## src/rtl/core/bhpq_pkg.sv

```systemverilog
`default_nettype none

package bhpq_pkg;

    localparam int DEF_CAPACITY  = 64;
    localparam int DEF_KEY_WIDTH = 32;
    localparam int IO_KEY_W      = 32;
    localparam int OP_W          = 2;
    localparam int STATUS_W      = 2;
    localparam int COUNT_W       = 7;
    localparam int MAX_KEY_W     = 64;

    localparam logic [OP_W-1:0] OP_PUSH = 2'd0;
    localparam logic [OP_W-1:0] OP_POP  = 2'd1;
    localparam logic [OP_W-1:0] OP_PEEK = 2'd2;

    localparam logic [STATUS_W-1:0] ST_OK    = 2'd0;
    localparam logic [STATUS_W-1:0] ST_EMPTY = 2'd1;
    localparam logic [STATUS_W-1:0] ST_FULL  = 2'd2;

    // start of a sift token, broadcast by the controller to every level
    typedef struct packed {
        logic vld;
        logic up;
    } tok_ctl_t;

    // true when key a strictly beats key b under the current order
    function automatic logic beats(input logic signed [MAX_KEY_W-1:0] a,
                                   input logic signed [MAX_KEY_W-1:0] b,
                                   input logic max_order);
        logic res;
        res = max_order ? (a > b) : (a < b);
        return res;
    endfunction

endpackage

`default_nettype wire

```

## src/rtl/core/bhpq_cell.sv

```systemverilog
`default_nettype none

module bhpq_cell import bhpq_pkg::*; #(
    parameter int LVL       = 0,
    parameter int LEVELS    = 7,
    parameter int CAPACITY  = DEF_CAPACITY,
    parameter int KEY_WIDTH = DEF_KEY_WIDTH
) (
    input  wire logic                        aclk,
    input  wire logic                        aresetn,
    input  wire logic                        max_order,
    input  wire logic [LEVELS-1:0]           count,
    // token start from the controller
    input  wire tok_ctl_t                    st_ctl,
    input  wire logic [LEVELS-1:0]           st_idx,
    input  wire logic signed [KEY_WIDTH-1:0] st_key,
    // controller read of one entry
    input  wire logic                        rd_vld,
    input  wire logic [LEVELS-1:0]           rd_idx,
    output logic signed [KEY_WIDTH-1:0]      ctl_key,
    // token arriving from the parent level, moving down
    input  wire logic                        in_dn_vld,
    input  wire logic signed [KEY_WIDTH-1:0] in_dn_key,
    input  wire logic [LEVELS-2:0]           in_dn_off,
    // token arriving from the child level, moving up
    input  wire logic                        in_up_vld,
    input  wire logic signed [KEY_WIDTH-1:0] in_up_key,
    input  wire logic [LEVELS-2:0]           in_up_off,
    // token leaving this level
    output logic                             out_dn_vld,
    output logic [LEVELS-2:0]                out_dn_off,
    output logic                             out_up_vld,
    output logic [LEVELS-2:0]                out_up_off,
    output logic signed [KEY_WIDTH-1:0]      out_key,
    // read requests from neighbors into this level
    input  wire logic                        rq_par_vld,
    input  wire logic [LEVELS-2:0]           rq_par_row,
    input  wire logic                        rq_chd_vld,
    input  wire logic [LEVELS-2:0]           rq_chd_row,
    // read requests from this level into neighbors
    output logic                             rq_dn_vld,
    output logic [LEVELS-2:0]                rq_dn_row,
    output logic                             rq_up_vld,
    output logic [LEVELS-2:0]                rq_up_row,
    // read data
    input  wire logic signed [KEY_WIDTH-1:0] par_rd_l,
    input  wire logic signed [KEY_WIDTH-1:0] par_rd_r,
    input  wire logic signed [KEY_WIDTH-1:0] chd_rd_l,
    input  wire logic signed [KEY_WIDTH-1:0] chd_rd_r,
    output logic signed [KEY_WIDTH-1:0]      rd_l,
    output logic signed [KEY_WIDTH-1:0]      rd_r,
    output logic                             done
);

    localparam int CW      = LEVELS;
    localparam int OW      = LEVELS - 1;
    localparam int IW      = LEVELS + 1;
    localparam int ENT_LVL = 1 << LVL;
    localparam int ENT_CAP = CAPACITY + 1 - ENT_LVL;
    localparam int ENTRIES = (ENT_LVL < ENT_CAP) ? ENT_LVL : ENT_CAP;
    localparam int ROWS    = (ENTRIES + 1) / 2;
    localparam int AW      = (ROWS > 1) ? $clog2(ROWS) : 1;
    localparam int DEPTH   = 1 << AW;

    localparam logic [OW-1:0] OFF_MASK   = OW'((64'd1 << LVL) - 64'd1);
    localparam logic [IW-1:0] CHILD_BASE = IW'(64'd1 << (LVL + 1));
    localparam logic [CW-1:0] LVL_ONE    = CW'(1);
    localparam logic          IS_ROOT    = (LVL == 0);

    // sibling pairs share a row: left entries at even offsets, right at odd
    logic signed [KEY_WIDTH-1:0] mem_l [DEPTH];
    logic signed [KEY_WIDTH-1:0] mem_r [DEPTH];

    logic signed [KEY_WIDTH-1:0] rd_l_reg;
    logic signed [KEY_WIDTH-1:0] rd_r_reg;
    logic                        b_hit_reg;
    logic                        b_side_reg;

    logic                        tok_vld_reg;
    logic                        tok_up_reg;
    logic                        tok_ph_reg;
    logic signed [KEY_WIDTH-1:0] tok_key_reg;
    logic [OW-1:0]               tok_off_reg;

    logic                        b_hit;
    logic [OW-1:0]               b_off;
    logic [OW-1:0]               rd_row;
    logic [AW-1:0]               rd_addr;
    logic                        st_hit;

    logic [IW-1:0]               li;
    logic [IW-1:0]               ri;
    logic [IW-1:0]               cnt;
    logic                        kids;
    logic                        two;
    logic signed [KEY_WIDTH-1:0] cv;
    logic                        cs;
    logic                        move_dn;
    logic [OW-1:0]               pof;
    logic signed [KEY_WIDTH-1:0] pv;
    logic                        move_up;
    logic                        fin;

    logic                        wr_en;
    logic signed [KEY_WIDTH-1:0] wr_key;
    logic [OW-1:0]               wr_row;
    logic [AW-1:0]               wr_addr;

    assign st_hit = st_ctl.vld && ((st_idx >> LVL) == LVL_ONE);
    assign b_hit  = rd_vld && ((rd_idx >> LVL) == LVL_ONE);
    assign b_off  = OW'(rd_idx) & OFF_MASK;

    always_comb begin
        if (rq_par_vld) begin
            rd_row = rq_par_row;
        end else if (rq_chd_vld) begin
            rd_row = rq_chd_row;
        end else if (b_hit) begin
            rd_row = b_off >> 1;
        end else begin
            rd_row = '0;
        end
    end

    assign rd_addr = rd_row[AW-1:0];

    always_ff @(posedge aclk) begin
        rd_l_reg <= mem_l[rd_addr];
        rd_r_reg <= mem_r[rd_addr];
        if (wr_en) begin
            if (tok_off_reg[0]) begin
                mem_r[wr_addr] <= wr_key;
            end else begin
                mem_l[wr_addr] <= wr_key;
            end
        end
    end

    assign rd_l    = rd_l_reg;
    assign rd_r    = rd_r_reg;
    assign ctl_key = b_hit_reg ? (b_side_reg ? rd_r_reg : rd_l_reg) : '0;

    // child selection for a downward step
    assign li   = CHILD_BASE | (IW'(tok_off_reg) << 1);
    assign ri   = li | IW'(1);
    assign cnt  = IW'(count);
    assign kids = (li <= cnt);
    assign two  = (ri <= cnt);

    always_comb begin
        if (!two) begin
            cv = chd_rd_l;
            cs = 1'b0;
        end else if (beats(MAX_KEY_W'(chd_rd_l), MAX_KEY_W'(chd_rd_r), max_order)) begin
            cv = chd_rd_l;
            cs = 1'b0;
        end else begin
            cv = chd_rd_r;
            cs = 1'b1;
        end
    end

    assign move_dn = kids && beats(MAX_KEY_W'(cv), MAX_KEY_W'(tok_key_reg), max_order);

    // parent for an upward step
    assign pof     = tok_off_reg >> 1;
    assign pv      = pof[0] ? par_rd_r : par_rd_l;
    assign move_up = !IS_ROOT && beats(MAX_KEY_W'(tok_key_reg), MAX_KEY_W'(pv), max_order);

    assign fin = tok_vld_reg && (tok_ph_reg || (tok_up_reg && IS_ROOT));

    assign rq_dn_vld = tok_vld_reg && !tok_ph_reg && !tok_up_reg;
    assign rq_dn_row = tok_off_reg;
    assign rq_up_vld = tok_vld_reg && !tok_ph_reg && tok_up_reg && !IS_ROOT;
    assign rq_up_row = tok_off_reg >> 2;

    assign out_key    = tok_key_reg;
    assign out_dn_off = (tok_off_reg << 1) | OW'(cs);
    assign out_up_off = pof;
    assign wr_row     = tok_off_reg >> 1;
    assign wr_addr    = wr_row[AW-1:0];

    always_comb begin
        wr_en      = 1'b0;
        wr_key     = tok_key_reg;
        out_dn_vld = 1'b0;
        out_up_vld = 1'b0;
        done       = 1'b0;
        if (fin) begin
            wr_en = 1'b1;
            if (tok_up_reg) begin
                // move the parent into the hole, or drop the key here
                wr_key     = move_up ? pv : tok_key_reg;
                out_up_vld = move_up;
                done       = !move_up;
            end else begin
                wr_key     = move_dn ? cv : tok_key_reg;
                out_dn_vld = move_dn;
                done       = !move_dn;
            end
        end
    end

    always_ff @(posedge aclk) begin
        if (!aresetn) begin
            tok_vld_reg <= 1'b0;
            tok_up_reg  <= 1'b0;
            tok_ph_reg  <= 1'b0;
            b_hit_reg   <= 1'b0;
        end else begin
            b_hit_reg  <= b_hit;
            b_side_reg <= b_off[0];
            if (st_hit) begin
                tok_vld_reg <= 1'b1;
                tok_up_reg  <= st_ctl.up;
                tok_ph_reg  <= 1'b0;
                tok_key_reg <= st_key;
                tok_off_reg <= OW'(st_idx) & OFF_MASK;
            end else if (in_dn_vld) begin
                tok_vld_reg <= 1'b1;
                tok_up_reg  <= 1'b0;
                tok_ph_reg  <= 1'b0;
                tok_key_reg <= in_dn_key;
                tok_off_reg <= in_dn_off;
            end else if (in_up_vld) begin
                tok_vld_reg <= 1'b1;
                tok_up_reg  <= 1'b1;
                tok_ph_reg  <= 1'b0;
                tok_key_reg <= in_up_key;
                tok_off_reg <= in_up_off;
            end else if (fin) begin
                tok_vld_reg <= 1'b0;
                tok_ph_reg  <= 1'b0;
            end else if (tok_vld_reg) begin
                // neighbor read issued, wait for its data
                tok_ph_reg <= 1'b1;
            end
        end
    end

endmodule

`default_nettype wire

```

## config.mk

```make
export PLATFORM = sky130hd
export DESIGN_NAME = bhpq_cell
export DESIGN_NICKNAME = d
export VERILOG_FILES = /design/src/rtl/core/bhpq_pkg.sv /design/src/rtl/core/bhpq_cell.sv
export SDC_FILE = /design/constraint.sdc
export NUM_CORES = 1
export LEC_CHECK = 0
export ABC_AREA = 1
export BUFFER_PORTS_ARGS = -buffer_cell sky130_fd_sc_hd__buf_2
export CORE_AREA = 2 2 168 170
export CTS_CLUSTER_SIZE = 25
export DETAILED_ROUTE_END_ITERATION = 12
export DIE_AREA = 0 0 170 172
export PLACE_DENSITY = 0.81
export SKIP_CTS_REPAIR_TIMING = 1
export SLEW_MARGIN = 5
export SYNTH_ARGS = -nofsm -noshare
export SYNTH_HDL_FRONTEND = slang
export SYNTH_SLANG_ARGS = --single-unit
```

## constraint.sdc

```tcl
create_clock -name aclk -period 7.8 [get_ports aclk]
set_clock_uncertainty 0.2 [all_clocks]
set_input_delay 0.39 -clock aclk [delete_from_list [all_inputs] [get_ports aclk]]
set_output_delay 0.39 -clock aclk [all_outputs]
set_load 0.01 [all_outputs]
```

After elaboration in Yosys (flattened, before gate mapping). Memory sizes are Yosys's and may differ from the RTL's. A register that Yosys moved wholly into a read port is not among the register bits. Cells that the tools add are included.

Bits in registers: 42. Memory bits (writable): 128. Bits of input ports: 279. Output and inout port bits: 157. Logic and storage cells: 67. Memories kept: 2.

Magnitude comparators: 6. Eq/ne operators: 2. Multiplexer cells: 35. Bitwise logic cells: 2. Reduce and logical (&&, ||, !) cells: 14.

Memory list: mem_l (words 2, width 32, rd ports 1, clocked after Yosys merged registers in 1, write ports 1, line bhpq_cell.sv:71) `logic signed [KEY_WIDTH-1:0] mem_l [DEPTH];`; mem_r (words 2, width 32, rd ports 1, clocked after Yosys merged registers in 1, write ports 1, line bhpq_cell.sv:72) `logic signed [KEY_WIDTH-1:0] mem_r [DEPTH];`.

Operator list (number): two-way mux 32 bit (9); > comparator 32 bit (2); < comparator 32 bit (2); two-way mux 1 bit (24); == test 7 x 1 -> 1 bit, second input constant (2); less-or-equal comparator 7 bit (2); two-way mux 6 bit (2); logical AND 1 bit (6); OR 6 x 1 -> 6 bit (1); OR reduction 5 bit (1); nonzero test 4 bit (1); logical NOT 1 bit (3); nonzero test 3 bit (1); AND reduction 2 bit (1); logical OR 1 bit (1); NOT 1 bit (1).

Depth between registers and ports, before layout.
Depth in word-level cells: 10. Gate-level depth with buffers: 40. Gate-level depth less buffers: 38.

Worst setup path after synthesis. No wires, ideal clock.

Path kind: input port to output port. Start point: in chd_rd_r[31]. End point: out out_dn_vld. Arrival time: 3.435 ns. Data required time: 7.210 ns. Slack: 3.775 ns. Stages on the path: 25. Path buffers: 2. Cells stage by stage: inv_1 > ha_1 > nand2_1 > nor2_1 > nand2_1 > nor4_2 > nand2_1 > nand3_1 > nand2_1 > nand2_2 > buf_2 > nand4_1 > and2_1 > ha_1 > nand2_1 > nor2_1 > nand4_1 > nor3b_2 > nand2_1 > nand2_1 > nand2_1 > nand3_1 > nand3_2 > nor2_4 > buf_4.

Longest elaborated chain between the ends: 9. Elaborated cells on any way between the ends: 11. Classes of those cells: order compare (4); mux (6); reduce/logical (1).

RTL lines: from (decl) (line bhpq_cell.sv:49) `input wire logic signed [KEY_WIDTH-1:0] chd_rd_r,`; < comparator 32 bit or > comparator 32 bit (tied branches) (line bhpq_pkg.sv:32) `res = max_order ? (a > b) : (a < b);`; two-way mux 1 bit (line bhpq_pkg.sv:32); two-way mux 32 bit * (line bhpq_cell.sv:154) `end else if (beats(MAX_KEY_W'(chd_rd_l), MAX_KEY_W'(chd_rd_r), max_order)) begin`; two-way mux 32 bit * (line bhpq_cell.sv:151) `if (!two) begin`; < comparator 32 bit or > comparator 32 bit (tied branches) (line bhpq_pkg.sv:32); two-way mux 1 bit * (line bhpq_pkg.sv:32); logical AND 1 bit * (line bhpq_cell.sv:163) `assign move_dn = kids && beats(MAX_KEY_W'(cv), MAX_KEY_W'(tok_key_reg), max_order);`; two-way mux 1 bit * (line bhpq_cell.sv:191) `if (tok_up_reg) begin`; two-way mux 1 bit * (line bhpq_cell.sv:189) `if (fin) begin`; to (decl) (line bhpq_cell.sv:30) `output logic out_dn_vld,`.

Mark *: on every way between the ends. The rest lies on a longest branch, timed or not.

Worst setup path in the final report. Same ends and word-level chain as after synthesis.

==> run_results.csv <==
group,metric,value,unit
floorplan,design.die.area,29200,um^2
logic_synthesis,synth_ff_type,"edfxtp_1",
setup_path,slowest_delay,0.72,ns
routing,vias,9456,
grt,grt_pass1_vias,8902,
routing,post_drt_wl_per_cell,17.6,um
floorplan,die_h,172,um
routing,drc_errors,0,
logic_synthesis,ys_async_sr_fraction,0,%
run_status,status,"complete, no violations",
routing,first_iter_violations,485,
routing,first_pass_iters,5,
setup_path,worst-path-buf-inv,3,
floorplan,core,27500,um^2
setup_path,worstPathArrival,5.40,ns
setup_path,start_kind,"input pin",
clock_network,cts_buffer_depth,3,
layout,final_util,52.4,%
sta,tightestPinTransition,1.12,ns
placed_design,hpwlAfterDp,24300,um
layout,drive_gt1_share,32.2,%
floorplan,initial_utilization,41.9,%
placed_design,gp_congestion,0.894,
grt,grt-ovfl-total,0,
logic_synthesis,synth.area.top_cells,"edfxtp_1, dfxtp_1, nand2_1",
logic_synthesis,synth.cell_area,11500,um^2
clock_network,insertion_delay,0.51,ns
grt,grt_first_pass_wirelength,47800,um
setup_path,cp_top_family,"simple AND/OR/NAND/NOR gates",
floorplan,ioPinCount,436,
sta,maxSlewHeadroom,25.0,%
grt,grtUsageTotal,21.6,%
layout,fin_nets,1851,
logic_synthesis,ys_seq_area_share,55.1,%
logic_synthesis,synth_cells,1161,
grt,grt_max_degree,67,
job,maxCapViolations,0,
pwr,p_leak,7.06,nW
placed_design,place_area,13500,um^2
logic_synthesis,ys_seq_elements,234,
clock_network,cts_made_buffers,25,
setup_path,crit_required,7.21,ns
floorplan,rows,61,
sta,tns,0,ns
logic_synthesis,yosys_warnings,0,
layout,area_growth,25.2,%
clock_network,cts_tree,"done",
routing,finalWirelength,32900,um
logic_synthesis,yosys.area.top_type,"edfxtp_1",
logic_synthesis,synth_top_area_share,43.3,%
sta,fin_crit_sh,76.9,%
sta,setup_violations,0,
placed_design,io_buffers,356,
floorplan,die_w,170,um
layout,reg_top3,"mem_l x64, mem_r x64",
clock_network,cts_sinks,234,
setup_path,critical_path_class,"in2out",
pwr,p_per_area,219,nW/um^2
logic_synthesis,syn_area_per_cell,9.91,um^2
setup_path,cpMostUsedCell,"nand2_1",
setup_path,crit_slowest_cell,"nor2_4",
sta,hold_viol_final,0,
setup_path,critPathCaptureType,"primary output",
setup_path,path_max_fanout,33,
pwr,vdd_drop_max,161,uV
clock_network,cts_htree_levels,1,
clock_network,root_buffer,"clkbuf_16",
layout,design_area,14400,um^2
worst_hold_path,hold_class,"in2reg",
routing,viasPerCell,5.05,
clock_network,path_clk_slew,0.06,ns
layout,most-common-layout-cells,"buf_2, nand2_1, inv_1, edfxtp_1, ha_1",
sta,rsz0062_at_grt,"false",
layout,final_common_cell,"buf_2",
sta,finalMaxSlewViolations,0,
grt,grt_antenna_before_repair,6,
sta,fin_crit,5.99,ns
sta,max_freq,167,MHz
logic_synthesis,synth-edff-count,166,
logic_synthesis,ys_types,37,
routing,postRouteAntennaNets,0,
-- final cells by class --
type | count | area (um^2)
multi-input cells | 700 | 4240
diodes | 5 | 12.5
repair buffers | 372 | 1910
clock buffers | 30 | 654
well taps | 346 | 433
fillers | 2458 | 13100
inverters | 169 | 634
flip-flops and latches | 234 | 6350
clock inverters | 15 | 174
-- synth_stat cells, drive strengths merged (3+ instances only) --
| cell | n |
|---|---|
| o21ai | 7 |
| nor3 | 8 |
| nor4 | 3 |
| clkbuf | 28 |
| a31oi | 32 |
| ha | 70 |
| buf | 34 |
| a21oi | 36 |
| mux2 | 64 |
| nand4 | 39 |
| inv | 169 |
| a21o | 3 |
| o21a | 3 |
| nor2 | 58 |
| and2 | 31 |
| nand2 | 290 |
| nand3 | 44 |
| edfxtp | 166 |
| dfxtp | 68 |
-- worst paths after layout --
check | start | endpoint | slack [ns] | cells past startpoint
worst min-delay path | in_up_vld | tok_up_reg | 0.004 | 3
worst max register to register | rq_dn_row[4] | mem_l[0][0] | 2.42 | 24
worst max-delay path | chd_rd_r[31] | out_dn_vld | 1.81 | 26
worst min register to register | mem_r[0][7] | rd_r[7] | 0.26 | 1
-- logic make-up after synthesis --
group | share of synthesized area [%]
AND/OR/NAND/NOR | 18.3
flip-flops | 55.1
buffers and inverters | 8.48
AO/OA/AOI/OAI | 4.21
adder cells (fa/ha/maj) | 7.61
multiplexers | 6.26
other | 0.0326
-- where the power goes --
group          switching, mW  total (mW)  internal [mW]
Combinational          0.318       0.529          0.211
Sequential            0.0403        1.44           1.40
Clock                  0.489        1.19          0.702
Total                  0.847        3.16           2.31
-- worst reg2reg max path: cells and delay by family (launching register included) --
kind	cells	cell delay, ns
AOI/OAI and AO/OA	5	0.75
DFF	1	0.46
buffers and inverters	2	0.45
and+or+nand+nor	15	2.76
adders and majority gates	2	0.60
-- per-stage QoR --
step / total power [mW] / hold slack [ns] / cells / setup WS, ns
after floorplan: 1.79 / 0.248 / 1165 / 3.77
after global placement: 1.97 / 0.249 / 1817 / 1.79
after detailed placement: 1.99 / 0.255 / 1817 / 1.72
after CTS: 3.18 / -0.179 / 1862 / 1.70
after global routing: 3.30 / 0.00291 / 1871 / 1.24
final: 3.16 / 0.00351 / 1871 / 1.81
-- per-layer routing --
| metal | vias to the layer above | wire [um] | track usage [%] |
|---|---|---|---|
| met5 | - | 16 | 0 |
| li1 | 4535 | - | - |
| met1 | 4402 | 13400 | 26.9 |
| met4 | 2 | 1160 | 9.77 |
| met3 | 73 | 2070 | 2.68 |
| met2 | 444 | 16300 | 37.9 |
(Power assumes the default switching activity.)
