$ cat config.mk
export PLATFORM = sky130hd
export DESIGN_NAME = bhpq_ctrl
export DESIGN_NICKNAME = d
export VERILOG_FILES = /design/src/rtl/core/bhpq_pkg.sv /design/src/rtl/core/bhpq_ctrl.sv
export SDC_FILE = /design/constraint.sdc
export NUM_CORES = 1
export LEC_CHECK = 0
export ABC_AREA = 1
export BUFFER_PORTS_ARGS = -buffer_cell sky130_fd_sc_hd__buf_2
export CORE_AREA = 3 3 158 160
export DETAILED_ROUTE_END_ITERATION = 8
export DIE_AREA = 0 0 161 163
export GPL_TIMING_DRIVEN = 0
export PLACE_DENSITY_LB_ADDON = 0.25
export SYNTH_ARGS = -nofsm -noshare
export SYNTH_HDL_FRONTEND = slang
export SYNTH_SLANG_ARGS = --single-unit
export TNS_END_PERCENT = 5
$ cat constraint.sdc
create_clock -name aclk -period 5 [get_ports aclk]
set_clock_uncertainty 0.1 [all_clocks]
set_input_delay 0.75 -clock aclk [delete_from_list [all_inputs] [get_ports aclk]]
set_output_delay 0.75 -clock aclk [all_outputs]
set_load 0.01 [all_outputs]
$ cat src/rtl/core/bhpq_pkg.sv
`default_nettype none

package bhpq_pkg;

    localparam int DEF_CAPACITY  = 64;
    localparam int DEF_KEY_WIDTH = 32;
    localparam int IO_KEY_W      = 32;
    localparam int OP_W          = 2;
    localparam int STATUS_W      = 2;
    localparam int COUNT_W       = 7;
    localparam int MAX_KEY_W     = 64;

    localparam logic [OP_W-1:0] OP_PUSH = 2'd0;
    localparam logic [OP_W-1:0] OP_POP  = 2'd1;
    localparam logic [OP_W-1:0] OP_PEEK = 2'd2;

    localparam logic [STATUS_W-1:0] ST_OK    = 2'd0;
    localparam logic [STATUS_W-1:0] ST_EMPTY = 2'd1;
    localparam logic [STATUS_W-1:0] ST_FULL  = 2'd2;

    // start of a sift token, broadcast by the controller to every level
    typedef struct packed {
        logic vld;
        logic up;
    } tok_ctl_t;

    // true when key a strictly beats key b under the current order
    function automatic logic beats(input logic signed [MAX_KEY_W-1:0] a,
                                   input logic signed [MAX_KEY_W-1:0] b,
                                   input logic max_order);
        logic res;
        res = max_order ? (a > b) : (a < b);
        return res;
    endfunction

endpackage

`default_nettype wire

$ cat src/rtl/core/bhpq_ctrl.sv
`default_nettype none

module bhpq_ctrl import bhpq_pkg::*; #(
    parameter int LEVELS    = 7,
    parameter int CAPACITY  = DEF_CAPACITY,
    parameter int KEY_WIDTH = DEF_KEY_WIDTH
) (
    input  wire logic                        aclk,
    input  wire logic                        aresetn,
    input  wire logic                        cfg_valid,
    input  wire logic                        cfg_max_order,
    input  wire logic                        s_valid,
    output logic                             s_ready,
    input  wire logic [OP_W-1:0]             s_op,
    input  wire logic signed [IO_KEY_W-1:0]  s_key_in,
    output logic                             m_valid,
    input  wire logic                        m_ready,
    output logic signed [IO_KEY_W-1:0]       m_key_out,
    output logic [STATUS_W-1:0]              m_status,
    output logic [COUNT_W-1:0]               m_count,
    output logic                             max_order,
    output logic [LEVELS-1:0]                count,
    output tok_ctl_t                         st_ctl,
    output logic [LEVELS-1:0]                st_idx,
    output logic signed [KEY_WIDTH-1:0]      st_key,
    output logic                             rd_vld,
    output logic [LEVELS-1:0]                rd_idx,
    input  wire logic signed [KEY_WIDTH-1:0] root_key,
    input  wire logic signed [KEY_WIDTH-1:0] last_keys [LEVELS],
    input  wire logic [LEVELS-1:0]           done_vec
);

    localparam int CW = LEVELS;
    localparam logic [CW-1:0] CAP_CNT = CW'(CAPACITY);
    localparam logic [CW-1:0] CNT_ONE = CW'(1);

    typedef enum logic [2:0] {
        S_IDLE,
        S_READ,
        S_LOAD,
        S_SIFT,
        S_DONE
    } state_t;

    state_t                      state_reg;
    logic [CW-1:0]               count_reg;
    logic                        max_order_reg;
    logic [OP_W-1:0]             op_reg;
    logic signed [KEY_WIDTH-1:0] res_key_reg;
    logic [STATUS_W-1:0]         res_status_reg;
    logic                        m_valid_reg;
    logic signed [IO_KEY_W-1:0]  m_key_reg;
    logic [STATUS_W-1:0]         m_status_reg;
    logic [COUNT_W-1:0]          m_count_reg;

    logic                        push_ok;
    logic signed [KEY_WIDTH-1:0] last_key;

    assign push_ok = (count_reg < CAP_CNT);

    // only the level that holds the last entry returns its key; the others return zero
    always_comb begin
        last_key = '0;
        for (int i = 0; i < LEVELS; i++) begin
            last_key = last_key | last_keys[i];
        end
    end

    always_comb begin
        st_ctl.vld = 1'b0;
        st_ctl.up  = 1'b0;
        st_idx     = CNT_ONE;
        st_key     = last_key;
        if (state_reg == S_IDLE) begin
            st_ctl.vld = s_valid && (s_op == OP_PUSH) && push_ok;
            st_ctl.up  = 1'b1;
            st_idx     = count_reg + CNT_ONE;
            st_key     = KEY_WIDTH'(s_key_in);
        end else if (state_reg == S_LOAD) begin
            st_ctl.vld = (op_reg == OP_POP) && (count_reg > CNT_ONE);
        end
    end

    assign s_ready   = (state_reg == S_IDLE);
    assign rd_vld    = (state_reg == S_READ);
    assign rd_idx    = count_reg;
    assign count     = count_reg;
    assign max_order = max_order_reg;
    assign m_valid   = m_valid_reg;
    assign m_key_out = m_key_reg;
    assign m_status  = m_status_reg;
    assign m_count   = m_count_reg;

    always_ff @(posedge aclk) begin
        if (!aresetn) begin
            state_reg     <= S_IDLE;
            count_reg     <= '0;
            max_order_reg <= 1'b0;
            m_valid_reg   <= 1'b0;
        end else begin
            if (cfg_valid) begin
                max_order_reg <= cfg_max_order;
            end
            if (m_valid_reg && m_ready && (state_reg != S_DONE)) begin
                m_valid_reg <= 1'b0;
            end
            unique case (state_reg)
                S_IDLE: begin
                    if (s_valid) begin
                        op_reg      <= s_op;
                        res_key_reg <= '0;
                        unique case (s_op) inside
                            OP_PUSH: begin
                                if (push_ok) begin
                                    count_reg      <= count_reg + CNT_ONE;
                                    res_status_reg <= ST_OK;
                                    state_reg      <= S_SIFT;
                                end else begin
                                    res_status_reg <= ST_FULL;
                                    state_reg      <= S_DONE;
                                end
                            end
                            OP_POP, OP_PEEK: begin
                                if (count_reg == '0) begin
                                    res_status_reg <= ST_EMPTY;
                                    state_reg      <= S_DONE;
                                end else begin
                                    res_status_reg <= ST_OK;
                                    state_reg      <= S_READ;
                                end
                            end
                            default: begin
                                res_status_reg <= ST_OK;
                                state_reg      <= S_DONE;
                            end
                        endcase
                    end
                end
                S_READ: begin
                    state_reg <= S_LOAD;
                end
                S_LOAD: begin
                    res_key_reg <= root_key;
                    if (op_reg == OP_POP) begin
                        count_reg <= count_reg - CNT_ONE;
                        state_reg <= (count_reg > CNT_ONE) ? S_SIFT : S_DONE;
                    end else begin
                        state_reg <= S_DONE;
                    end
                end
                S_SIFT: begin
                    if (|done_vec) begin
                        state_reg <= S_DONE;
                    end
                end
                S_DONE: begin
                    // hold the result until the output register is free
                    if (!m_valid_reg || m_ready) begin
                        m_valid_reg  <= 1'b1;
                        m_key_reg    <= IO_KEY_W'(res_key_reg);
                        m_status_reg <= res_status_reg;
                        m_count_reg  <= COUNT_W'(count_reg);
                        state_reg    <= S_IDLE;
                    end
                end
                default: begin
                    state_reg <= S_IDLE;
                end
            endcase
        end
    end

endmodule

`default_nettype wire

Word level (Yosys, flattened, before mapping)
Cells that the tools add are included.

storage, ports and cells
  register bits after elaboration = 89
  input bits = 303
  output and inout bits = 100

operators by class
  add/subtract/negate cells = 2
  order comparisons = 2
  equality and inequality tests = 14
  mux-type cells = 27
  bitwise logic cells = 6
  reductions and logical operators = 18

operators with widths
  kind                 number
  $or 32x32->32        6
  $mux 32              2
  $pmux 32 s2          1
  $mux 7               5
  $mux 3               7
  $pmux 3 s5           1
  $pmux 7 s2           1
  $reduce_and 3->1     4
  $add 7x1->7 const B  1
  $gt 7x1->1 const B   1
  $logic_not 7->1      1
  $lt 7x7->1 const B   1
  $mux 1               7
  $reduce_or 7->1      1
  $sub 7x1->7 const B  1
  $eq 3x2->1 const B   2
  $ne 2x1->1 const B   3
  $ne 2x2->1 const B   3
  $pmux 3 s2           1
  $logic_and 1x1->1    5
  $reduce_and 5->1     1
  $eq 2x1->1 const B   2
  $pmux 2 s2           1
  $eq 3x1->1 const B   1
  other kinds (10)     10

Longest topological paths before layout
Gate-level depths: netlist of the first run.

  depth in word-level cells = 7
  mapped depth = 11

Worst setup path before layout of the first run
OpenSTA, ideal clock, no wires.

  path kind = in2reg
  start = input aresetn
  end = register m_count_reg[0] (netlist: m_count[0]) (enable)
  arrival = 2.546 ns
  path slack = 1.915 ns
  stages = 2
  cell sequence = nand2_1 nor2_1

on the way
  cells in the longest elaborated chain, start to end = 1

ends and longest elaborated chain
  element                     RTL line          text
  from (decl)                 bhpq_ctrl.sv:9    input wire logic aresetn,
  $reduce_and 3->1 (no line)  --
  to (signal assigned)        bhpq_ctrl.sv:162  m_count_reg <= COUNT_W'(count_reg);
  to (decl)                   bhpq_ctrl.sv:54   logic [COUNT_W-1:0] m_count_reg;

No other way between the ends.
A chain may end at the register's enable or synchronous reset.

Final worst setup path of the first run
  start = input last_keys[163] (netlist name)
  end = output st_key[3]

on the way
  cells in the longest elaborated chain, start to end = 7

ends and longest elaborated chain
  element                      RTL line         text
  from (decl)                  bhpq_ctrl.sv:29  input wire logic signed [KEY_WIDTH-1:0] last_keys [LEVELS],
  $or 32x32->32 (6 in series)  bhpq_ctrl.sv:65  last_key = last_key | last_keys[i];
  $mux 32                      bhpq_ctrl.sv:74  if (state_reg == S_IDLE) begin
  to (decl)                    bhpq_ctrl.sv:25  output logic signed [KEY_WIDTH-1:0] st_key,

No other way between the ends.

==> results.py, run 1 <==
metrics = {
    "setup_path": {
        "cp_max_fo": 1,
        "arrival_ns": 2.00,
        "crit_path_top_delay_cell": "nor4_1",
        "slowest_delay_ns": 0.78,
        "path_class": "in -> out",
        "cp_common_cell": "buf_2",
        "start_kind": "input pin",
        "end_kind": "primary output",
        "crit_required_ns": 4.15,
        "path_cells": "buf_2, nor4_1, a31oi_1, buf_2",
    },
    "clock_tree": {
        "cts_buffer_depth": 2,
        "htree_levels": 3,
        "clock_sinks": 89,
        "root_buffer": "clkbuf_16",
        "cts_setup_buffers": 0,
        "ctsHoldBuffers": 0,
        "clk_pin_slew_ns": 0.07,
        "tritoncts": "done",
        "worst_skew_pair.late_latency_ns": 0.33,
        "cts_buffers": 9,
        "cts_resized": 0,
    },
    "outcome": {
        "status": "completed",
    },
    "timing": {
        "setup_ws_ns": 2.15,
        "setup_viol": 0,
        "rsz0062_at_grt": "no",
        "slew_headroom": 0.389,
        "hold_violations": 0,
        "slew_viol_final": 0,
        "max_slew.worst_pin.slew_ns": 0.907,
        "tns_ns": 0,
        "timing.final.crit_share": 0.570,
        "min_period_ns": 2.85,
        "max_freq_mhz": 351,
    },
    "routing": {
        "drtAntennaViolNets": 0,
        "wirelength_mm": 22.5,
        "wl_per_cell_um": 18.7,
        "dr.first_iter.drc_count": 259,
        "vias": 4893,
        "vias_per_cell": 4.08,
        "post-route-drc-count": 0,
        "drt_first_pass_iters": 4,
    },
    "place": {
        "preCtsSetupSlack_ns": 1.99,
        "place_area_sq_um": 6830,
        "place_hpwl_mm": 19.8,
        "port_buffers": 402,
        "gp_congestion": 0.841,
    },
    "floorplanning": {
        "start_util": 0.185,
        "die_area_sq_um": 26200,
        "die_w_um": 161,
        "die_h_um": 163,
        "row_count": 56,
        "core_sq_um": 23500,
        "ios": 403,
    },
    "layout": {
        "multiInputGateArea_sq_um": 1470,
        "final_nets": 1181,
        "drive_above_1_share": 0.511,
        "final_area_sq_um": 7140,
        "fillerInstances": 2578,
        "syn2layout_area_growth_pct": 64.0,
        "regArea_sq_um": 2550,
    },
    "hold_path": {
        "hp-class": "reg -> reg",
    },
    "grt": {
        "first_global_vias": 4799,
        "antenna_found_initial": 12,
        "grt_max_degree": 28,
        "grt-ovfl-total": 0,
        "track_usage": 0.162,
        "grt_pass1_wl_mm": 30.6,
    },
    "power": {
        "leakagePower_nw": 3.47,
        "irDropWorstVdd_mv": 0.152,
        "pwr_density_cell_nw_per_um2": 306,
    },
    "yosys": {
        "yosysUniqueCellTypes": 28,
        "syn_avg_cell_area_sq_um": 9.53,
        "synth_warnings": 0,
        "ys_ff_latch": 89,
        "netlist_instances": 457,
        "yosysSeqAreaShare": 0.586,
        "synth_area_sq_um": 4360,
        "synth_nets": 766,
    },
    "flow_run": {
        "drv_cap": 0,
    },
}
through the flow:
| step | std cells | hold WS, ns | utilization | total power, mW |
|---|---|---|---|---|
| final | 1200 | 0.314 | 0.303 | 2.19 |
| after floorplan | 457 | 0.300 | - | 1.20 |
| after detailed placement | 1180 | 0.305 | 0.290 | 1.53 |
| after CTS | 1196 | 0.316 | 0.303 | 2.22 |
| after global placement | 1178 | 0.301 | 0.287 | 1.52 |
| after global routing | 1198 | 0.322 | 0.303 | 2.31 |
synth_stat cells (all sizes together):
| library cell | number | area share |
|---|---|---|
| nor2 | 92 | 0.082 |
| nor4 | 32 | 0.046 |
| buf | 17 | 0.026 |
| nor3 | 38 | 0.044 |
| edfxtp | 77 | 0.53 |
| dfxtp | 12 | 0.055 |
| nand3 | 8 | 0.0092 |
| xor2 | 5 | 0.010 |
| a31oi | 32 | 0.046 |
| inv | 61 | 0.053 |
| a21oi | 14 | 0.016 |
| nand4 | 1 | 0.0014 |
| clkbuf | 3 | 0.0026 |
| o21bai | 1 | 0.0017 |
| nand2 | 45 | 0.042 |
| xnor2 | 1 | 0.0020 |
| ha | 6 | 0.017 |
| o21ai | 12 | 0.016 |
critical path: cells and delay by family:
family | cells | cell delay (ns)
buffers and inverters | 2 | 0.30
AOI/OAI and AO/OA | 1 | 0.17
and+or+nand+nor | 1 | 0.78
routing by layer:
layer,GRT usage,vias up,part of all wire
met4,0.0559,8,0.030
met2,0.274,259,0.49
met1,0.202,2164,0.40
met5,0,-,0.0024
met3,0.0397,38,0.083
li1,-,2424,-
cell usage in the layout, fill, tap and decap left out, types with 2 or more instances in the layout:
master	instances
a21oi_1	13
a31oi_1	32
buf_2	410
buf_4	8
clkbuf_1	3
clkbuf_16	9
clkinv_4	2
dfxtp_1	12
diode_2	4
edfxtp_1	77
ha_1	6
inv_1	59
inv_6	2
nand2_1	42
nand2_2	2
nand3_1	8
nor2_1	88
nor2_2	2
nor2_4	2
nor3_1	38
nor4_1	32
o21ai_0	9
o21ai_2	2
xor2_1	5
report_power, final:
part / internal, mW / switching (mW)
Combinational: 0.240 / 0.357
Sequential: 0.879 / 0.0259
Clock: 0.391 / 0.294
final timing paths:
| check | cells after the start | slack, ns | startpoint | end |
|---|---|---|---|---|
| worst min-delay path | 0 | 0.31 | res_key_reg[30]$_SDFFCE_PN0P_ | m_key_out[30]$_DFFE_PP_ |
| worst min register to register | 0 | 0.31 | res_key_reg[30]$_SDFFCE_PN0P_ | m_key_out[30]$_DFFE_PP_ |
| worst max-delay path | 4 | 2.15 | last_keys[163] | st_key[3] |
| worst max register to register | 5 | 2.92 | state_reg[2]$_SDFFE_PN0P_ | m_key_out[5]$_DFFE_PP_ |
area by class of cell:
cell class | count | area share
Antenna cell | 4 | 0.00140
Inverter | 61 | 0.0324
Multi-Input combinational cell | 287 | 0.205
Buffer | 20 | 0.0172
Sequential cell | 89 | 0.357
Tap cell | 319 | 0.0559
Timing Repair Buffer | 404 | 0.288
Clock inverter | 7 | 0.0107
Clock buffer | 9 | 0.0315
kinds of logic after synthesis:
logic type / synth area share
adder cells (fa/ha/maj): 0.0172
AND/OR/NAND/NOR: 0.224
XOR/XNOR: 0.0121
AO/OA/AOI/OAI: 0.0793
buffers and inverters: 0.0813
flip-flops: 0.586
No activity file was read; power rests on OpenSTA's default activity.
==> inputs of run 2 (changes only) <==
--- a/config.mk
+++ b/config.mk
@@ -7,9 +7,9 @@
 export LEC_CHECK = 0
 export ABC_AREA = 1
 export BUFFER_PORTS_ARGS = -buffer_cell sky130_fd_sc_hd__buf_2
-export CORE_AREA = 3 3 158 160
+export CORE_AREA = 3 3 155 157
 export DETAILED_ROUTE_END_ITERATION = 8
-export DIE_AREA = 0 0 161 163
+export DIE_AREA = 0 0 158 160
 export GPL_TIMING_DRIVEN = 0
 export PLACE_DENSITY_LB_ADDON = 0.25
 export SYNTH_ARGS = -nofsm -noshare
==> constraint.sdc (replaced) <==
create_clock -name aclk -period 2.87 [get_ports aclk]
set_clock_uncertainty 0.1 [all_clocks]
set_input_delay 0.4305 -clock aclk [delete_from_list [all_inputs] [get_ports aclk]]
set_output_delay 0.4305 -clock aclk [all_outputs]
set_load 0.01 [all_outputs]
==> run 2 against run 1 <==
  * Sequential power is 75% higher
  * Sequential share of layout area is 0.18 points higher
  * Hold slack worse by 0.14 ns
  * Cell count is 2.7% lower
  * Global-route usage is 1.1 points higher
  * Power is 76% higher
  * Non-clock buffer count stayed put
  * Via count is 1.5% higher
  * Final area is 0.51% lower
  * Combinational power is 78% higher
  * Critical path type is now reg -> out
  * Critical endpoint is now st_key[17]
  * Highest routed layer unchanged
==> results.py, run 2 (synthesis gave the netlist of run 1 again) <==
metrics = {
    "outcome": {
        "status": "completed",
    },
    "setup_path": {
        "end_kind": "primary output",
        "path_class": "reg -> out",
        "arrival_ns": 1.97,
        "rr_endpoint": "res_key_reg[24]$_SDFFCE_PN0P_",
        "r2r-start": "state_reg[2]$_SDFFE_PN0P_",
        "start_kind": "flop",
        "cp_max_fo": 10,
        "crit_required_ns": 2.34,
        "r2r_cells": 5,
        "r2r_setup_slack_ns": 0.86,
    },
    "power": {
        "pwr_density_cell_nw_per_um2": 540,
        "net-switching-power_mw": 1.20,
        "leakagePower_nw": 3.47,
        "power_mw": 3.84,
        "irDropWorstVdd_mv": 0.262,
        "intPower_mw": 2.64,
        "p_clk_frac": 0.314,
        "switching_share": 0.313,
        "seq_power_share": 0.411,
        "combPwrFrac": 0.275,
    },
    "floorplanning": {
        "ios": 403,
        "start_util": 0.192,
        "die_area_sq_um": 25300,
        "row_count": 55,
        "die_w_um": 158,
        "die_h_um": 160,
        "core_sq_um": 22600,
    },
    "hold_path": {
        "worstHoldStart": "cfg_valid",
        "holdPathStages": 2,
        "whs_endpoint": "max_order$_SDFFE_PN0P_",
        "hp-class": "in -> reg",
    },
    "place": {
        "place_hpwl_mm": 20.1,
        "gp_congestion": 0.976,
        "port_buffers": 402,
    },
    "clock_tree": {
        "ctsHoldBuffers": 0,
        "cts_setup_buffers": 0,
        "cts_resized": 0,
        "worst_skew_pair.late_latency_ns": 0.34,
        "tritoncts": "done",
        "root_buffer": "clkbuf_16",
        "clock_sinks": 89,
        "clk_pin_slew_ns": 0.07,
        "htree_levels": 3,
        "cts_buffers": 9,
        "cts_buffer_depth": 2,
    },
    "routing": {
        "dr.first_iter.drc_count": 222,
        "vias_per_cell": 4.25,
        "drtAntennaViolNets": 0,
        "post-route-drc-count": 0,
        "vias": 4967,
        "wl_per_cell_um": 19.5,
        "wirelength_mm": 22.8,
        "drt_first_pass_iters": 5,
    },
    "timing": {
        "timing.final.crit_share": 0.870,
        "min_period_ns": 2.50,
        "setup_viol": 0,
        "max_slew.worst_pin.slew_ns": 0.699,
        "slew_viol_final": 0,
        "slew_headroom": 0.530,
        "hold_violations": 0,
        "max_freq_mhz": 400,
        "rsz0062_at_grt": "no",
    },
    "layout": {
        "fin_util": 0.314,
        "syn2layout_area_growth_pct": 63.2,
        "final_nets": 1181,
        "drive_above_1_share": 0.511,
        "final_cell_mix": "buf_2, nor2_1, edfxtp_1, inv_1, nand2_1",
        "layout_commonest_cell": "buf_2",
    },
    "grt": {
        "first_global_vias": 4942,
        "grt-ovfl-total": 0,
        "grt_pass1_wl_mm": 31.6,
        "grt_max_degree": 31,
        "antenna_found_initial": 9,
        "track_usage": 0.173,
    },
    "flow_run": {
        "drv_cap": 0,
    },
}
## run 2: cell types whose count changed in the layout (fill, tap and decap cells not counted)
cell	previous run	this run
clkinv_1	1	0
inv_6	2	1
clkinv_4	2	1
diode_2	4	6
clkbuf_1	3	4
inv_8	0	1
clkinvlp_4	1	2
## run 2: worst max-delay path by stage
stage,slack [ns],end,startpoint
2_1_floorplan,-0.06,res_key_reg[0]$_SDFFCE_PN0P_,state_reg[2]$_SDFFE_PN0P_
3_3_place_gp,-1.18,res_key_reg[16]$_SDFFCE_PN0P_,aresetn
3_5_place_dp,0.65,st_key[13],last_keys[173]
4_1_cts,0.28,st_key[17],state_reg[2]$_SDFFE_PN0P_
5_1_grt,0.16,st_idx[6],count[0]$_SDFFE_PN0P_
6_report,0.37,st_key[17],state_reg[2]$_SDFFE_PN0P_
## run 2: area by class of cell
class / instances / area [sq um]
Antenna cell: 6 / 15.0
Buffer: 20 / 123
Clock buffer: 10 / 229
Clock inverter: 6 / 73.8
Fill cell: 2472 / 15500
Inverter: 61 / 231
Multi-Input combinational cell: 287 / 1470
Sequential cell: 89 / 2550
Tap cell: 285 / 357
Timing Repair Buffer: 404 / 2060
## run 2: power groups by stage
stage               clock network (mW)  registers, mW  logic (mW)
floorplan                            0           1.62       0.468
global placement                     0           1.61        1.04
detailed placement                   0           1.61        1.07
CTS                               1.25           1.58        1.07
global route                      1.31           1.59        1.17
finish                            1.21           1.58        1.06
## run 2: critical path: stages, from the launching register on
cell and delay (ns):
dfxtp_1 0.46, nor2_4 0.07, nand2_4 0.15, clkbuf_1 0.51, a31oi_1 0.22, buf_2 0.22
## run 2: routing by layer
metal / vias up / global-route usage / share of wire
met5: - / 0 / 0.00092
met4: 4 / 0.0360 / 0.0078
met3: 22 / 0.0293 / 0.079
met2: 241 / 0.304 / 0.51
met1: 2271 / 0.222 / 0.40
li1: 2429 / - / -
## run 2: through the flow
| step | std cells | setup TNS, ns | setup slack [ns] | hold slack, ns | cell area, sq um |
|---|---|---|---|---|---|
| after floorplan | 457 | -2.04 | -0.0637 | 0.300 | 4360 |
| after global placement | 1144 | -45.05 | -1.18 | 0.300 | 6730 |
| after detailed placement | 1146 | 0 | 0.651 | 0.305 | 6790 |
| after CTS | 1162 | 0 | 0.276 | 0.159 | 7090 |
| after global routing | 1164 | 0 | 0.165 | 0.185 | 7100 |
| final | 1168 | 0 | 0.372 | 0.179 | 7110 |
==> inputs of run 3 (changes only) <==
--- a/config.mk
+++ b/config.mk
@@ -11,6 +11,7 @@
 export DETAILED_ROUTE_END_ITERATION = 8
 export DIE_AREA = 0 0 158 160
 export GPL_TIMING_DRIVEN = 0
+export MAX_ROUTING_LAYER = met4
 export PLACE_DENSITY_LB_ADDON = 0.25
 export SYNTH_ARGS = -nofsm -noshare
 export SYNTH_HDL_FRONTEND = slang
==> run 3 against run 2 <==
  * Fmax down 0.23%
  * Global-route usage up 0.68 points
  * Clock power down 8%
  * Critical path type unchanged
  * Utilization down 0.072 points
  * Clock-buffer cell count unchanged
  * Die area unchanged
==> results.py, run 3 (synthesis gave the netlist of run 1 again) <==
metrics = {
    "grt": {
        "track_usage": 0.180,
        "first_global_vias": 5020,
        "antenna_found_initial": 12,
        "grt_max_degree": 32,
        "grt-ovfl-total": 0,
        "grt_pass1_wl_mm": 31.6,
    },
    "routing": {
        "wirelength_mm": 23.1,
        "drt_first_pass_iters": 4,
        "vias_per_cell": 4.19,
        "wl_per_cell_um": 19.8,
        "vias": 4903,
        "post-route-drc-count": 0,
        "dr.first_iter.drc_count": 184,
        "drtAntennaViolNets": 0,
    },
    "timing": {
        "timing.final.crit_share": 0.872,
        "slew_headroom": 0.481,
        "max_freq_mhz": 399,
        "max_slew.worst_pin.slew_ns": 0.772,
        "holdWs_ns": 0.174,
        "hold_violations": 0,
        "tns_ns": 0,
        "min_period_ns": 2.50,
        "rsz0062_at_grt": "no",
        "slew_viol_final": 0,
        "setup_viol": 0,
        "setup_ws_ns": 0.366,
    },
    "layout": {
        "final_nets": 1181,
        "regArea_sq_um": 2550,
        "drive_above_1_share": 0.511,
        "layout_commonest_cell": "buf_2",
        "multiInputGateArea_sq_um": 1470,
        "syn2layout_area_growth_pct": 62.8,
        "final_cell_mix": "buf_2, nor2_1, edfxtp_1, inv_1, nand2_1",
        "fillerInstances": 2433,
    },
    "clock_tree": {
        "htree_levels": 3,
        "root_buffer": "clkbuf_16",
        "clock_sinks": 89,
        "cts_buffers": 9,
        "cts_setup_buffers": 0,
        "cts_buffer_depth": 2,
        "ctsHoldBuffers": 0,
        "clk_pin_slew_ns": 0.07,
        "cts_resized": 0,
        "worst_skew_pair.late_latency_ns": 0.34,
        "tritoncts": "done",
    },
    "setup_path": {
        "cp_common_cell": "nor2_1",
        "path_class": "reg -> out",
        "slowest_delay_ns": 0.59,
        "path_cells": "ha_1, nand3_1, nor2_1, nand2_1, xor2_1, nor2_1, buf_2",
        "crit_path_top_delay_cell": "dfxtp_1",
        "crit_required_ns": 2.34,
        "arrival_ns": 1.97,
        "cp_max_fo": 11,
        "r2r_setup_slack_ns": 0.87,
        "end_kind": "primary output",
        "start_kind": "flop",
    },
    "place": {
        "gp_congestion": 1.00,
        "preCtsSetupSlack_ns": 0.619,
        "port_buffers": 402,
        "place_hpwl_mm": 20.4,
    },
    "flow_run": {
        "drv_cap": 0,
    },
    "power": {
        "power_mw": 3.74,
        "irDropWorstVdd_mv": 0.254,
        "pwr_density_cell_nw_per_um2": 528,
        "leakagePower_nw": 3.46,
    },
    "floorplanning": {
        "row_count": 55,
        "die_area_sq_um": 25300,
        "ios": 403,
        "die_w_um": 158,
        "start_util": 0.192,
        "die_h_um": 160,
        "core_sq_um": 22600,
    },
    "hold_path": {
        "hp-class": "in -> reg",
    },
    "outcome": {
        "status": "completed",
    },
}
## run 3: cell count changes in the layout (fill, tap and decap cells not counted)
| cell | change |
|---|---|
| inv_8 | -1 |
| bufinv_16 | -1 |
| clkinv_4 | +1 |
| inv_6 | +1 |
| diode_2 | +3 |
## run 3: cell type report
class | count | area share
Antenna cell | 9 | 0.00318
Buffer | 20 | 0.0173
Clock buffer | 10 | 0.0323
Clock inverter | 6 | 0.00706
Inverter | 61 | 0.0326
Multi-Input combinational cell | 287 | 0.207
Sequential cell | 89 | 0.360
Tap cell | 285 | 0.0503
Timing Repair Buffer | 404 | 0.290
## run 3: path summary, 6_finish.rpt
path,from,to,depth (start not counted)
worst max-delay path,count[0]$_SDFFE_PN0P_,st_idx[6],7
worst min-delay path,cfg_valid,max_order$_SDFFE_PN0P_,2
worst max register to register,state_reg[2]$_SDFFE_PN0P_,res_key_reg[20]$_SDFFCE_PN0P_,5
worst min register to register,res_key_reg[27]$_SDFFCE_PN0P_,m_key_out[27]$_DFFE_PP_,0
## run 3: report_power, final
part | total (mW) | switching, mW | internal [mW]
Combinational | 1.06 | 0.636 | 0.420
Clock | 1.11 | 0.515 | 0.597
Sequential | 1.58 | 0.0445 | 1.53
## run 3: stage by stage
| step | std cells | util | area (sq um) |
|---|---|---|---|
| after floorplan | 457 | - | 4360 |
| after global placement | 1144 | 0.297 | 6730 |
| after detailed placement | 1146 | 0.300 | 6790 |
| after CTS | 1162 | 0.312 | 7070 |
| after global routing | 1169 | 0.313 | 7090 |
| final | 1171 | 0.313 | 7090 |
## run 3: metal layers
metal / vias up / GRT usage / share of wire
li1: 2432 / - / -
met1: 2198 / 0.218 / 0.40
met2: 249 / 0.309 / 0.50
met3: 24 / 0.0309 / 0.082
met4: 0 / 0.0454 / 0.017
met5: - / - / 0
## run 3: critical path: cells and delay by family (launching register included)
| kind | cells | cell delay [ns] |
|---|---|---|
| flops | 1 | 0.59 |
| simple gates | 4 | 0.45 |
| fa+ha+maj | 1 | 0.26 |
| buf+inv | 1 | 0.17 |
| xor+xnor | 1 | 0.16 |
